===== src/design/dsw_pkg.sv =====
// dsw_pkg: shared constants, codes and types of the drive stall watchdog
package dsw_pkg;

   // sizing
   localparam int JOINT_COUNT = 16;
   localparam int RPDO_COUNT  = 4;
   localparam int JIDX_W      = (JOINT_COUNT > 1) ? $clog2(JOINT_COUNT) : 1;

   // field widths
   localparam int JOINT_W   = 4;
   localparam int NODE_W    = 7;
   localparam int CHAN_W    = 8;
   localparam int VAL_W     = 32;
   localparam int TIME_W    = 48;
   localparam int OUTCOME_W = 4;
   localparam int THR_W     = 31;
   localparam int TICKS_W   = 32;
   localparam int ATT_W     = 8;
   localparam int CNT_W     = 3;

   // stream payload widths
   localparam int REQ_W      = 136;
   localparam int REQ_USER_W = 1;
   localparam int RSP_W      = 24;
   localparam int RSP_USER_W = 2;

   // configuration port
   localparam int CSR_IDX_W  = 3;
   localparam int CSR_DATA_W = 32;

   localparam logic [CSR_IDX_W-1:0] CSR_ENABLE    = 3'd0;
   localparam logic [CSR_IDX_W-1:0] CSR_THRESHOLD = 3'd1;
   localparam logic [CSR_IDX_W-1:0] CSR_EPSILON   = 3'd2;
   localparam logic [CSR_IDX_W-1:0] CSR_TIMEOUT   = 3'd3;
   localparam logic [CSR_IDX_W-1:0] CSR_RETRY     = 3'd4;
   localparam logic [CSR_IDX_W-1:0] CSR_MAX_ATT   = 3'd5;

   // register reset values
   localparam logic [THR_W-1:0]   RST_THRESHOLD = 31'd6554;
   localparam logic [THR_W-1:0]   RST_EPSILON   = 31'd655;
   localparam logic [TICKS_W-1:0] RST_TIMEOUT   = 32'd2000000;
   localparam logic [TICKS_W-1:0] RST_RETRY     = 32'd10000000;
   localparam logic [ATT_W-1:0]   RST_MAX_ATT   = 8'd3;

   // low bits of the rpdo count, used when a repair count saturates
   localparam logic [CNT_W-1:0] RPDO_CNT_LO = CNT_W'(RPDO_COUNT);

   // request kinds
   localparam logic OP_SAMPLE = 1'b0;
   localparam logic OP_REPAIR = 1'b1;

   typedef enum logic [1:0] {
      EV_NONE    = 2'd0,
      EV_RESUME  = 2'd1,
      EV_REPAIR  = 2'd2,
      EV_STATUS  = 2'd3
   } event_type;

   typedef enum logic [1:0] {
      CLS_REENABLED  = 2'd0,
      CLS_CFG_VALID  = 2'd1,
      CLS_UNREADABLE = 2'd2
   } class_type;

   typedef enum logic {
      ST_IDLE,
      ST_EXEC
   } state_type;

   // one joint's entry in the state memory
   typedef struct packed {
      logic               armed;
      logic [TIME_W-1:0]  window_start;
      logic [VAL_W-1:0]   window_position;
      logic               reported;
      logic [ATT_W-1:0]   attempts;
      logic               fix_pending;
      logic [TIME_W-1:0]  last_attempt;
   } entry_type;

   localparam int ENTRY_W = $bits(entry_type);

   // captured request plus the command magnitude check
   typedef struct packed {
      logic                  op;
      logic [JOINT_W-1:0]    joint;
      logic [NODE_W-1:0]     node_id;
      logic [CHAN_W-1:0]     channel;
      logic [VAL_W-1:0]      position;
      logic                  drv_ready;
      logic [TIME_W-1:0]     now;
      logic [OUTCOME_W-1:0]  repair_outcome;
      logic                  cmd_hot;
   } item_type;

   typedef struct packed {
      logic                enable;
      logic [THR_W-1:0]    epsilon;
      logic [TICKS_W-1:0]  timeout;
      logic [TICKS_W-1:0]  retry;
      logic [ATT_W-1:0]    max_attempts;
   } cfg_type;

   typedef struct packed {
      logic       wr_en;
      entry_type  entry;
   } update_type;

   typedef struct packed {
      event_type           event_res;
      logic [JOINT_W-1:0]  event_joint;
      logic [NODE_W-1:0]   event_node;
      logic [CHAN_W-1:0]   event_channel;
      class_type           status_class;
      logic [CNT_W-1:0]    repaired_count;
   } result_type;

endpackage


===== src/design/dsw_ram.sv =====
// dsw_ram: generic single-write, single-read ram with registered read data
module dsw_ram #(
   parameter int WIDTH = 8,
   parameter int DEPTH = 16
) (
   input  logic                                  clock,
   input  logic                                  wr_en,
   input  logic [(DEPTH > 1 ? $clog2(DEPTH) : 1)-1:0] wr_addr,
   input  logic [WIDTH-1:0]                      wr_data,
   input  logic [(DEPTH > 1 ? $clog2(DEPTH) : 1)-1:0] rd_addr,
   output logic [WIDTH-1:0]                      rd_data
);

   logic [WIDTH-1:0] mem_ff [DEPTH];
   logic [WIDTH-1:0] rd_data_ff;

   always_ff @(posedge clock) begin
      if (wr_en) begin
         mem_ff[wr_addr] <= wr_data;
      end
      rd_data_ff <= mem_ff[rd_addr];
   end

   assign rd_data = rd_data_ff;

endmodule


===== src/design/dsw_eval.sv =====
// dsw_eval: per-request decision, entry update and result for one joint
module dsw_eval (
   input  dsw_pkg::cfg_type     cfg,
   input  dsw_pkg::item_type    item,
   input  dsw_pkg::entry_type   entry,
   output dsw_pkg::update_type  upd,
   output dsw_pkg::result_type  res
);

   import dsw_pkg::*;

   logic signed [VAL_W:0] pos_diff;
   logic [VAL_W:0]        pos_mag;
   logic                  moved;
   logic [TIME_W-1:0]     elapsed;
   logic [TIME_W-1:0]     since_try;
   logic                  timed_out;
   logic                  cooling;
   logic                  joint_ok;
   logic                  out_pos;
   logic                  out_zero;
   logic                  out_sat;

   // movement since the window opened, exact in 33 bits
   assign pos_diff = {item.position[VAL_W-1], item.position}
                   - {entry.window_position[VAL_W-1], entry.window_position};
   assign pos_mag  = pos_diff[VAL_W] ? (~pos_diff + 1'b1) : pos_diff;
   assign moved    = pos_mag > {2'b00, cfg.epsilon};

   // tick differences wrap with the time base
   assign elapsed   = item.now - entry.window_start;
   assign since_try = item.now - entry.last_attempt;
   assign timed_out = elapsed >= {16'h0000, cfg.timeout};
   assign cooling   = (entry.attempts != '0) && (since_try < {16'h0000, cfg.retry});

   assign joint_ok = 32'(item.joint) < JOINT_COUNT;

   assign out_zero = item.repair_outcome == '0;
   assign out_pos  = !item.repair_outcome[OUTCOME_W-1] && !out_zero;
   assign out_sat  = 32'(item.repair_outcome) > RPDO_COUNT;

   always_comb begin
      upd       = '{wr_en: 1'b0, entry: entry};
      res       = '0;
      res.event_res    = EV_NONE;
      res.status_class = CLS_REENABLED;

      if (joint_ok) begin
         if (item.op == OP_REPAIR) begin
            upd.wr_en                = 1'b1;
            upd.entry.fix_pending    = 1'b0;
            upd.entry.reported       = 1'b1;
            res.event_res     = EV_STATUS;
            res.event_joint   = item.joint;
            res.event_channel = item.channel;
            if (out_pos) begin
               res.status_class   = CLS_REENABLED;
               res.repaired_count = out_sat ? RPDO_CNT_LO : item.repair_outcome[CNT_W-1:0];
            end else if (out_zero) begin
               res.status_class = CLS_CFG_VALID;
            end else begin
               res.status_class = CLS_UNREADABLE;
            end
         end else if (cfg.enable) begin
            if (!item.cmd_hot || !item.drv_ready) begin
               upd.wr_en       = 1'b1;
               upd.entry.armed = 1'b0;
            end else if (!entry.armed) begin
               upd.wr_en                 = 1'b1;
               upd.entry.armed           = 1'b1;
               upd.entry.window_start    = item.now;
               upd.entry.window_position = item.position;
            end else if (moved) begin
               upd.wr_en                 = 1'b1;
               upd.entry.window_start    = item.now;
               upd.entry.window_position = item.position;
               if (entry.reported || (entry.attempts != '0)) begin
                  upd.entry.reported = 1'b0;
                  upd.entry.attempts = '0;
                  res.event_res      = EV_RESUME;
                  res.event_joint    = item.joint;
                  res.event_channel  = item.channel;
               end
            end else if (timed_out && !entry.fix_pending
                         && (entry.attempts < cfg.max_attempts) && !cooling) begin
               upd.wr_en                = 1'b1;
               upd.entry.attempts       = entry.attempts + 1'b1;
               upd.entry.last_attempt   = item.now;
               upd.entry.fix_pending    = 1'b1;
               res.event_res     = EV_REPAIR;
               res.event_joint   = item.joint;
               res.event_node    = item.node_id;
               res.event_channel = item.channel;
            end
         end
      end
   end

endmodule


===== src/design/drive_stall_watchdog.sv =====
// drive_stall_watchdog: per-joint stall watchdog top level around a joint state ram
//
//   group  direction  handshake              payload
//   req    in         req_tvalid/req_tready  tdata: sample or repair report, tuser: op
//   rsp    out        rsp_tvalid/rsp_tready  tdata: event fields, tuser: event code
//   csr    in         csr_valid/csr_ready    csr_index, csr_data
//
// for each request the accept cycle reads the joint entry from the ram, and the exec
// state then decides, writes the entry back and loads the response register
// one request is in flight at a time; the ram read-modify-write sets the rate
// a request may be accepted while the previous response still waits on rsp_tready;
// the exec state holds until the response register is free
// reset clears the control state, the registers to their defaults and the per-joint
// valid bits; an entry never written reads as zero, so no clearing pass is needed
module drive_stall_watchdog (
   input  logic                               clock,
   input  logic                               reset,
   // request: joint[3:0] node_id[10:4] channel[18:11] command[50:19] position[82:51]
   //   drv_ready[83] now[131:84] repair_outcome[135:132]
   input  logic                               req_tvalid,
   output logic                               req_tready,
   input  logic [dsw_pkg::REQ_W-1:0]          req_tdata,
   // request user: op[0]
   input  logic [dsw_pkg::REQ_USER_W-1:0]     req_tuser,
   // response: event_joint[3:0] event_node[10:4] event_channel[18:11]
   //   status_class[20:19] repaired_count[23:21]
   output logic                               rsp_tvalid,
   input  logic                               rsp_tready,
   output logic [dsw_pkg::RSP_W-1:0]          rsp_tdata,
   // response user: event_res[1:0]
   output logic [dsw_pkg::RSP_USER_W-1:0]     rsp_tuser,
   // register writes
   input  logic                               csr_valid,
   output logic                               csr_ready,
   input  logic [dsw_pkg::CSR_IDX_W-1:0]      csr_index,
   input  logic [dsw_pkg::CSR_DATA_W-1:0]     csr_data
);

   import dsw_pkg::*;

   state_type state_ff, state_in;

   // configuration registers
   logic                enable_ff;
   logic [THR_W-1:0]    threshold_ff;
   logic [THR_W-1:0]    epsilon_ff;
   logic [TICKS_W-1:0]  timeout_ff;
   logic [TICKS_W-1:0]  retry_ff;
   logic [ATT_W-1:0]    max_att_ff;
   logic                csr_fire;

   // request capture
   item_type            item_ff, item_in;
   logic                req_fire;
   logic [VAL_W-1:0]    req_command;
   logic [VAL_W:0]      cmd_mag;

   // joint state ram
   logic [JIDX_W-1:0]   rd_addr;
   logic [JIDX_W-1:0]   cur_idx;
   logic [ENTRY_W-1:0]  ram_q;
   logic [JOINT_COUNT-1:0] valid_ff;
   entry_type           entry_rd;
   logic                ram_we;

   // decision and response
   cfg_type             cfg;
   update_type          upd;
   result_type          res;
   result_type          rsp_ff;
   logic                rsp_valid_ff, rsp_valid_in;
   logic                exec_go;

   // ---------------- configuration ----------------
   assign csr_ready = 1'b1;
   assign csr_fire  = csr_valid && csr_ready;

   always_ff @(posedge clock) begin
      if (reset) begin
         enable_ff    <= 1'b1;
         threshold_ff <= RST_THRESHOLD;
         epsilon_ff   <= RST_EPSILON;
         timeout_ff   <= RST_TIMEOUT;
         retry_ff     <= RST_RETRY;
         max_att_ff   <= RST_MAX_ATT;
      end else if (csr_fire) begin
         case (csr_index)
            CSR_ENABLE:    enable_ff    <= csr_data[0];
            CSR_THRESHOLD: threshold_ff <= csr_data[THR_W-1:0];
            CSR_EPSILON:   epsilon_ff   <= csr_data[THR_W-1:0];
            CSR_TIMEOUT:   timeout_ff   <= csr_data[TICKS_W-1:0];
            CSR_RETRY:     retry_ff     <= csr_data[TICKS_W-1:0];
            CSR_MAX_ATT:   max_att_ff   <= csr_data[ATT_W-1:0];
            default: begin
               // unmapped index, write dropped
            end
         endcase
      end
   end

   assign cfg = '{enable: enable_ff, epsilon: epsilon_ff, timeout: timeout_ff,
                  retry: retry_ff, max_attempts: max_att_ff};

   // ---------------- request unpack ----------------
   // command magnitude is checked on the way in; most negative value gives 2^31
   assign req_command = req_tdata[50:19];
   assign cmd_mag     = req_command[VAL_W-1] ? (~{1'b1, req_command} + 1'b1)
                                             : {1'b0, req_command};

   always_comb begin
      item_in.op             = req_tuser[0];
      item_in.joint          = req_tdata[3:0];
      item_in.node_id        = req_tdata[10:4];
      item_in.channel        = req_tdata[18:11];
      item_in.position       = req_tdata[82:51];
      item_in.drv_ready      = req_tdata[83];
      item_in.now            = req_tdata[131:84];
      item_in.repair_outcome = req_tdata[135:132];
      item_in.cmd_hot        = cmd_mag > {2'b00, threshold_ff};
   end

   assign req_fire = req_tvalid && req_tready;

   // payload capture, no reset needed
   always_ff @(posedge clock) begin
      if (req_fire) begin
         item_ff <= item_in;
      end
   end

   // ---------------- sequencer ----------------
   // the exec state proceeds only when the response register can take the result
   assign exec_go = (state_ff == ST_EXEC) && (!rsp_valid_ff || rsp_tready);

   always_comb begin
      state_in = state_ff;
      case (state_ff)
         ST_IDLE: begin
            if (req_fire) begin
               state_in = ST_EXEC;
            end
         end
         ST_EXEC: begin
            if (exec_go) begin
               state_in = ST_IDLE;
            end
         end
         default: state_in = ST_IDLE;
      endcase
   end

   always_comb begin
      req_tready = 1'b0;
      case (state_ff)
         ST_IDLE: req_tready = 1'b1;
         ST_EXEC: req_tready = 1'b0;
         default: req_tready = 1'b0;
      endcase
   end

   always_ff @(posedge clock) begin
      if (reset) begin
         state_ff <= ST_IDLE;
      end else begin
         state_ff <= state_in;
      end
   end

   // ---------------- joint state ram ----------------
   // read at the incoming joint while idle, then keep the captured joint on the
   // address so the read data stays put through a response stall
   assign cur_idx = JIDX_W'(item_ff.joint);
   assign rd_addr = (state_ff == ST_IDLE) ? JIDX_W'(item_in.joint) : cur_idx;
   assign ram_we  = exec_go && upd.wr_en;

   dsw_ram #(
      .WIDTH (ENTRY_W),
      .DEPTH (JOINT_COUNT)
   ) u_state_ram (
      .clock   (clock),
      .wr_en   (ram_we),
      .wr_addr (cur_idx),
      .wr_data (upd.entry),
      .rd_addr (rd_addr),
      .rd_data (ram_q)
   );

   // an entry never written since reset reads as all zero
   assign entry_rd = valid_ff[cur_idx] ? entry_type'(ram_q) : '0;

   always_ff @(posedge clock) begin
      if (reset) begin
         valid_ff <= '0;
      end else if (ram_we) begin
         valid_ff[cur_idx] <= 1'b1;
      end
   end

   // ---------------- decision ----------------
   dsw_eval u_eval (
      .cfg   (cfg),
      .item  (item_ff),
      .entry (entry_rd),
      .upd   (upd),
      .res   (res)
   );

   // ---------------- response register ----------------
   // every request yields exactly one response, event_res none included
   always_comb begin
      rsp_valid_in = rsp_valid_ff;
      if (exec_go) begin
         rsp_valid_in = 1'b1;
      end else if (rsp_tready) begin
         rsp_valid_in = 1'b0;
      end
   end

   always_ff @(posedge clock) begin
      if (reset) begin
         rsp_valid_ff <= 1'b0;
      end else begin
         rsp_valid_ff <= rsp_valid_in;
      end
   end

   always_ff @(posedge clock) begin
      if (exec_go) begin
         rsp_ff <= res;
      end
   end

   assign rsp_tvalid = rsp_valid_ff;
   assign rsp_tdata  = {rsp_ff.repaired_count, rsp_ff.status_class, rsp_ff.event_channel,
                        rsp_ff.event_node, rsp_ff.event_joint};
   assign rsp_tuser  = rsp_ff.event_res;

endmodule


===== config.mk =====
export PLATFORM = sky130hd
export DESIGN_NAME = drive_stall_watchdog
export DESIGN_NICKNAME = d
export VERILOG_FILES = /design/src/design/dsw_pkg.sv /design/src/design/dsw_ram.sv /design/src/design/dsw_eval.sv /design/src/design/drive_stall_watchdog.sv
export SDC_FILE = /design/constraint.sdc
export NUM_CORES = 2
export LEC_CHECK = 0
export BUFFER_PORTS_ARGS = -buffer_cell sky130_fd_sc_hd__buf_2
export CORE_AREA = 2 2 508 510
export DETAILED_ROUTE_END_ITERATION = 8
export DIE_AREA = 0 0 510 512
export GPL_TIMING_DRIVEN = 0
export PLACE_DENSITY = 0.58
export SLEW_MARGIN = 10
export SYNTH_ARGS = -nofsm -noshare
export SYNTH_HDL_FRONTEND = slang
export SYNTH_SLANG_ARGS = --single-unit

===== constraint.sdc =====
create_clock -name clock -period 36.6 [get_ports clock]
set_input_delay 7.32 -clock clock [delete_from_list [all_inputs] [get_ports clock]]
set_output_delay 7.32 -clock clock [all_outputs]
set_load 0.1 [all_outputs]

## Yosys cells after proc, flatten, opt, wreduce, memory -nomap -nowiden

Memory sizes are Yosys's and may differ from the RTL's. A register that Yosys moved wholly into a read port is not among the register bits.
Cells that the tools add are included.

- Bits of input ports: 177
- Output and inout port bits: 29
- Register bits after elaboration: 285
- Memory bits (writable): 2,224
- Word-level logic and storage cells: 135
- Memories kept: 1

- Reduce and logical (&&, ||, !) cells: 33
- Add/subtract/negate cells: 6
- Eq/ne operators: 5
- Bitwise gates (word level): 9
- Order comparisons: 8
- Muxes and demuxes: 48

Memory list:

| name | depth | width | read ports | clocked after Yosys merged registers in | wr ports | line | text |
|---|---|---|---|---|---|---|---|
| u_state_ram.mem_ff | 16 | 139 | 1 | 1 | 1 | dsw_ram.sv:14 | `logic [WIDTH-1:0] mem_ff [DEPTH];` |

Operators by type and width:

| cell | number |
|---|---|
| $mux W81 | 2 |
| $mux W140 | 1 |
| $mux W139 | 1 |
| $mux W138 | 1 |
| $sub A48 B48 Y48 | 2 |
| $mux W21 | 4 |
| $mux W80 | 1 |
| $add A33 B1 Y33 const B | 2 |
| $gt A33 B31 Y1 | 2 |
| $mux W33 | 2 |
| $not A33 Y33 | 2 |
| $mux W58 | 1 |
| $mux W57 | 1 |
| $mux W49 | 1 |
| $ge A48 B32 Y1 | 1 |
| $lt A48 B32 Y1 | 1 |
| $mux W48 | 1 |
| $mux W8 | 5 |
| $sub A32 B32 Y33 | 1 |
| $or A16 B16 Y16 | 1 |
| $mux W1 | 14 |
| $reduce_and A2 Y1 | 7 |
| $logic_and A1 B1 Y1 | 9 |
| $mux W9 | 1 |
| other kinds (27) | 45 |

## Longest topological paths before layout

- Depth in word-level cells: 17
- Gate-level depth with buffers: 35
- Depth with buffers taken out: 29

## Cells and area by module

A second synthesis with hierarchy kept.

- Cell total of the unflattened synthesis: 6,883
- Area, all modules: 112,822.0 um^2

By module, submodules not included:

| module | area each (um^2) | sequential area each (um^2) | cells an instance | times used |
|---|---|---|---|---|
| dsw_ram | 86,300.3 | 69,566.7 | 3,641 | 1 |
| dsw_eval | 14,611.5 | 0.0 | 2,082 | 1 |
| drive_stall_watchdog | 11,910.2 | 7,026.7 | 1,160 | 1 |

## Worst setup path before layout

OpenSTA, ideal clock, no wires.

- Path type: input to register
- Start point: input rsp_tready
- End point: memory u_state_ram.mem_ff[8][0] in the netlist's numbering, enable pin
- Arrival: 21.892 ns
- Cell stages on the path: 6
- Setup time: 0.978 ns
- Data required time: 35.622 ns
- Path buffers: 1
- Path slack: 13.730 ns
- Path through: nand2b_1 > and2_1 > o21ai_0 > a41o_1 > buf_2 > nor4_1

- Longest elaborated chain between the ends: 5

RTL lines:

| what | line | text |
|---|---|---|
| start, declared | drive_stall_watchdog.sv:28 | `input logic rsp_tready,` |
| $logic_or A1 B1 Y1 | drive_stall_watchdog.sv:133 | `assign exec_go = (state_ff == ST_EXEC) && (!rsp_valid_ff \|\| rsp_tready);` |
| $logic_and A1 B1 Y1 | drive_stall_watchdog.sv:133 |  |
| net exec_go | drive_stall_watchdog.sv:72 | `logic exec_go;` |
| $logic_and A1 B1 Y1 | drive_stall_watchdog.sv:174 | `assign ram_we = exec_go && upd.wr_en;` |
| $mux W1 | dsw_ram.sv:18 | `if (wr_en) begin` |
| $mux W1 (implied by the code) | dsw_ram.sv:19 | `mem_ff[wr_addr] <= wr_data;` |
| end, declared | dsw_ram.sv:14 |  |

The timed path passes the listed nets, and every way through them passes these cells.

## Final worst setup path

- Start point: register item_ff, in the netlist cur_idx[1]
- End point: memory u_state_ram.mem_ff[4][110] in the netlist's numbering, enable pin

- Longest elaborated chain between the ends: 17
- Elaborated cells between the ends (all ways): 29
- Those cells by class: add/sub: 4; order compare: 4; mux: 12; bitwise: 1; reduce/logical: 8

RTL lines:

| what | line | text |
|---|---|---|
| start, declared | drive_stall_watchdog.sv:53 | `item_type item_ff, item_in;` |
| start signal, assigned | drive_stall_watchdog.sv:127 | `item_ff <= item_in;` |
| branches (longest 17 deep; another with $sub A32 B32 Y33) | - |  |

Parallel ways; which one is timed is not known. The select of a mux whose other input is x is not followed.

==> impl_metrics.json <==
{
  "synth_cell_type_count": 88,
  "hold_buffers": 0,
  "routed_wl_um": 397000,
  "synth_cells": 9824,
  "num_rows": 186,
  "cp.required_ns": 37.21,
  "synth_common_cells": "nand2_1, edfxtp_1, nand3_1, clkbuf_1, a21oi_1",
  "synth.area.top_cells": "edfxtp_1, nand2_1, dfxtp_1, nand3_1, ha_1",
  "finalSetupViolations": 0,
  "grtUsageTotal_pct": 29.6,
  "cellPowerDensity_mw_per_mm2": 53.7,
  "clock_path_buffers": 4,
  "netlist_area_mm2": 0.114,
  "drv_slew": 0,
  "start_util_pct": 44.7,
  "hold_ws_ns": 0.457,
  "ys_seq_elements": 2648,
  "grt_max_degree": 29,
  "hold_class": "flip-flop to flip-flop",
  "antenna_found_initial": 63,
  "cts-resized-gates": 0,
  "syn_nets": 10266,
  "critical_path.max_stage_delay_ns": 0.97,
  "fmaxAchievable_mhz": 69.1,
  "grtUsageMet1_pct": 40.2,
  "arrival_ns": 15.07,
  "vias": 82902,
  "dp_slack_ns": 22.56,
  "ant_nets": 0,
  "grt_pass1_wl_um": 559000,
  "core_area_mm2": 0.256,
  "yosysSeqAreaShare_pct": 67.0,
  "gr-usage-met2_pct": 46.5,
  "met3_usage_pct": 4.87,
  "rsz0062_at_grt": "no",
  "synth_top_cell_by_area": "edfxtp_1",
  "postLayoutCoreUtil_pct": 51.9,
  "place_congestion": 0.940,
  "comb_power_share_pct": 11.7,
  "die_w_um": 510,
  "post-route-period-util_pct": 39.5,
  "p_leak_nw": 48.0,
  "status": "complete, but fails checks",
  "cts.reportedPaths.clkPinSlew_ns": 0.06,
  "final_hold_viol_count": 0,
  "dieHeight_um": 512,
  "clkSinkCount": 2648,
  "area_growth_pct": 16.0,
  "cts_tree": "yes",
  "slew_headroom_pct": 5.58,
  "internal-power_mw": 5.28,
  "path_class": "flip-flop to flip-flop",
  "fp.dieArea_mm2": 0.261,
  "htreeDepth": 5,
  "syn_avg_cell_area_um2": 11.6,
  "cts_buffers": 295,
  "finClkSkew_ns": 0.0719,
  "synth_flop_cell": "edfxtp_1",
  "clk_latency_ns": 0.88,
  "hpwl_um": 297000,
  "drtIter0Drc": 9571,
  "post_drt_wl_per_cell_um": 27.8,
  "drv_cap": 0,
  "min_period_ns": 14.46,
  "drt-pass1-iter-count": 8,
  "crit_path_end_kind": "flip-flop",
  "ys_warn_count": 0,
  "swShare_pct": 26.0,
  "ir_worst_vdd_uv": 36.7,
  "synth_most_common_cell": "nand2_1",
  "tns_ns": 0,
  "cp_max_fo": 10,
  "vias_per_cell": 5.82,
  "ios": 206,
  "final_net_count": 11048,
  "final_layout_size_suffix_gt1_share_pct": 10.4,
  "synth_edf_count": 2356,
  "grt_pass1_vias": 78844,
  "cts_root_buf": "clkbuf_16",
  "violations": "DRC",
  "drt_drc_violations_left": 2,
  "fin_ws_ns": 22.14,
  "top_usage_layer": "met2",
  "worst_slew_pin_slew_ns": 1.38,
  "p_sw_mw": 1.85,
  "synth_top_area_share_pct": 61.9,
  "io_buffers": 203,
  "critPathLaunchType": "flip-flop",
  "crit_slowest_cell": "clkbuf_1",
  "clkPwrFrac_pct": 40.6,
  "cts_setup_buffers": 0,
  "overflow": 0,
  "crit_path_frequent_cell": "buf_4",
  "pwr-share-seq_pct": 47.7,
  "ys_async_sr_fraction_pct": 0
}
## per-stage QoR
| step | cells | area (µm²) | power, mW |
|---|---|---|---|
| after floorplan | 9824 | 114000 | 3.91 |
| after detailed placement | 13683 | 123000 | 4.28 |
| after global placement | 13411 | 120000 | 4.26 |
| final | 14248 | 133000 | 7.13 |
| after global routing | 14228 | 133000 | 7.33 |
| after CTS | 14208 | 132000 | 7.15 |
## cell type report
class                      count  area [µm²]
fill                       22188      123000
clock inverter               130        1210
multi-input combinational   6337       35100
inverter                     233         875
tap                         3384        4230
clock buffer                 395        8100
timing repair buffer         485        4100
sequential                  2648       76600
buffer                       606        2370
antenna                       30        75.1
## metal layers
| metal | vias to the layer above | wire [µm] |
|---|---|---|
| met2 | 3754 | 181000 |
| met4 | 16 | 21200 |
| met3 | 701 | 32900 |
| met1 | 41040 | 161000 |
| met5 | - | 114 |
| li1 | 37391 | - |
## final timing paths
path / start / to / slack, ns / cells after the start
setup reg to reg: cur_idx[1] / u_state_ram.mem_ff[4][110] / 22.14 / 43
hold reg to reg: timeout_ff[22] / timeout_ff[22] / 0.46 / 2
hold / removal: timeout_ff[22] / timeout_ff[22] / 0.46 / 2
setup / recovery: cur_idx[1] / u_state_ram.mem_ff[4][110] / 22.14 / 43
## registers in the layout, indices dropped and copies added, names as in the netlist
register / count
u_state_ram.mem_ff: 2224
u_state_ram.rd_data: 139
item_ff: 102
retry_ff: 32
timeout_ff: 32
epsilon_ff: 31
threshold_ff: 31
rsp_tdata: 24
valid_ff: 16
max_att_ff: 8
cur_idx: 4
rsp_tuser: 2
enable_ff: 1
rsp_tvalid: 1
state_ff: 1
## cell families after synthesis
group,count (synthesis),synth area share (%)
mux,125,1.19
buf+inv,839,2.79
flops,2648,67.0
xor+xnor,158,1.21
other cells,1,0.00328
compound gates,1233,7.54
fa+ha+maj,265,2.92
simple gates,4555,17.4
## power groups by stage
stage | Sequential, mW | Combinational (mW) | Clock [mW]
after floorplan | 3.45 | 0.469 | 0
after global placement | 3.48 | 0.788 | 0
after detailed placement | 3.46 | 0.819 | 0
after CTS | 3.40 | 0.823 | 2.93
after global routing | 3.40 | 0.897 | 3.03
final | 3.40 | 0.835 | 2.90
## placed cells by master (no fill, tap or decap), types with 22 or more instances in the layout
master     instances
nor3_1            52
a22o_1            29
o21a_1            39
nand2_1         2767
clkinv_1          45
edfxtp_1        2356
clkbuf_16        301
a31oi_1          155
inv_1            233
nand4_1           67
ha_1             262
buf_6             43
dfxtp_1          292
a21o_1            86
o31ai_1           25
clkbuf_1         596
and3_1           175
buf_2            220
o211ai_1          22
nor2_1           141
and2_1            23
clkbuf_2          41
nand2b_1          37
diode_2           30
a311oi_1         278
xnor2_1          105
o21ai_0          127
buf_12            44
clkinv_2          42
mux2i_2           88
buf_1             22
buf_4            176
nand3_1         1142
xor2_1            53
a21oi_1          294
## worst max-delay path: cells and delay by family, from the launching register on
kind | cells | cell delay, ns
simple gates | 9 | 2.36
buf+inv | 17 | 5.76
compound gates | 11 | 3.34
fa+ha+maj | 2 | 0.65
xor+xnor | 1 | 0.38
mux | 3 | 1.31
flops | 1 | 0.32
No activity file was read; power rests on OpenSTA's default activity.
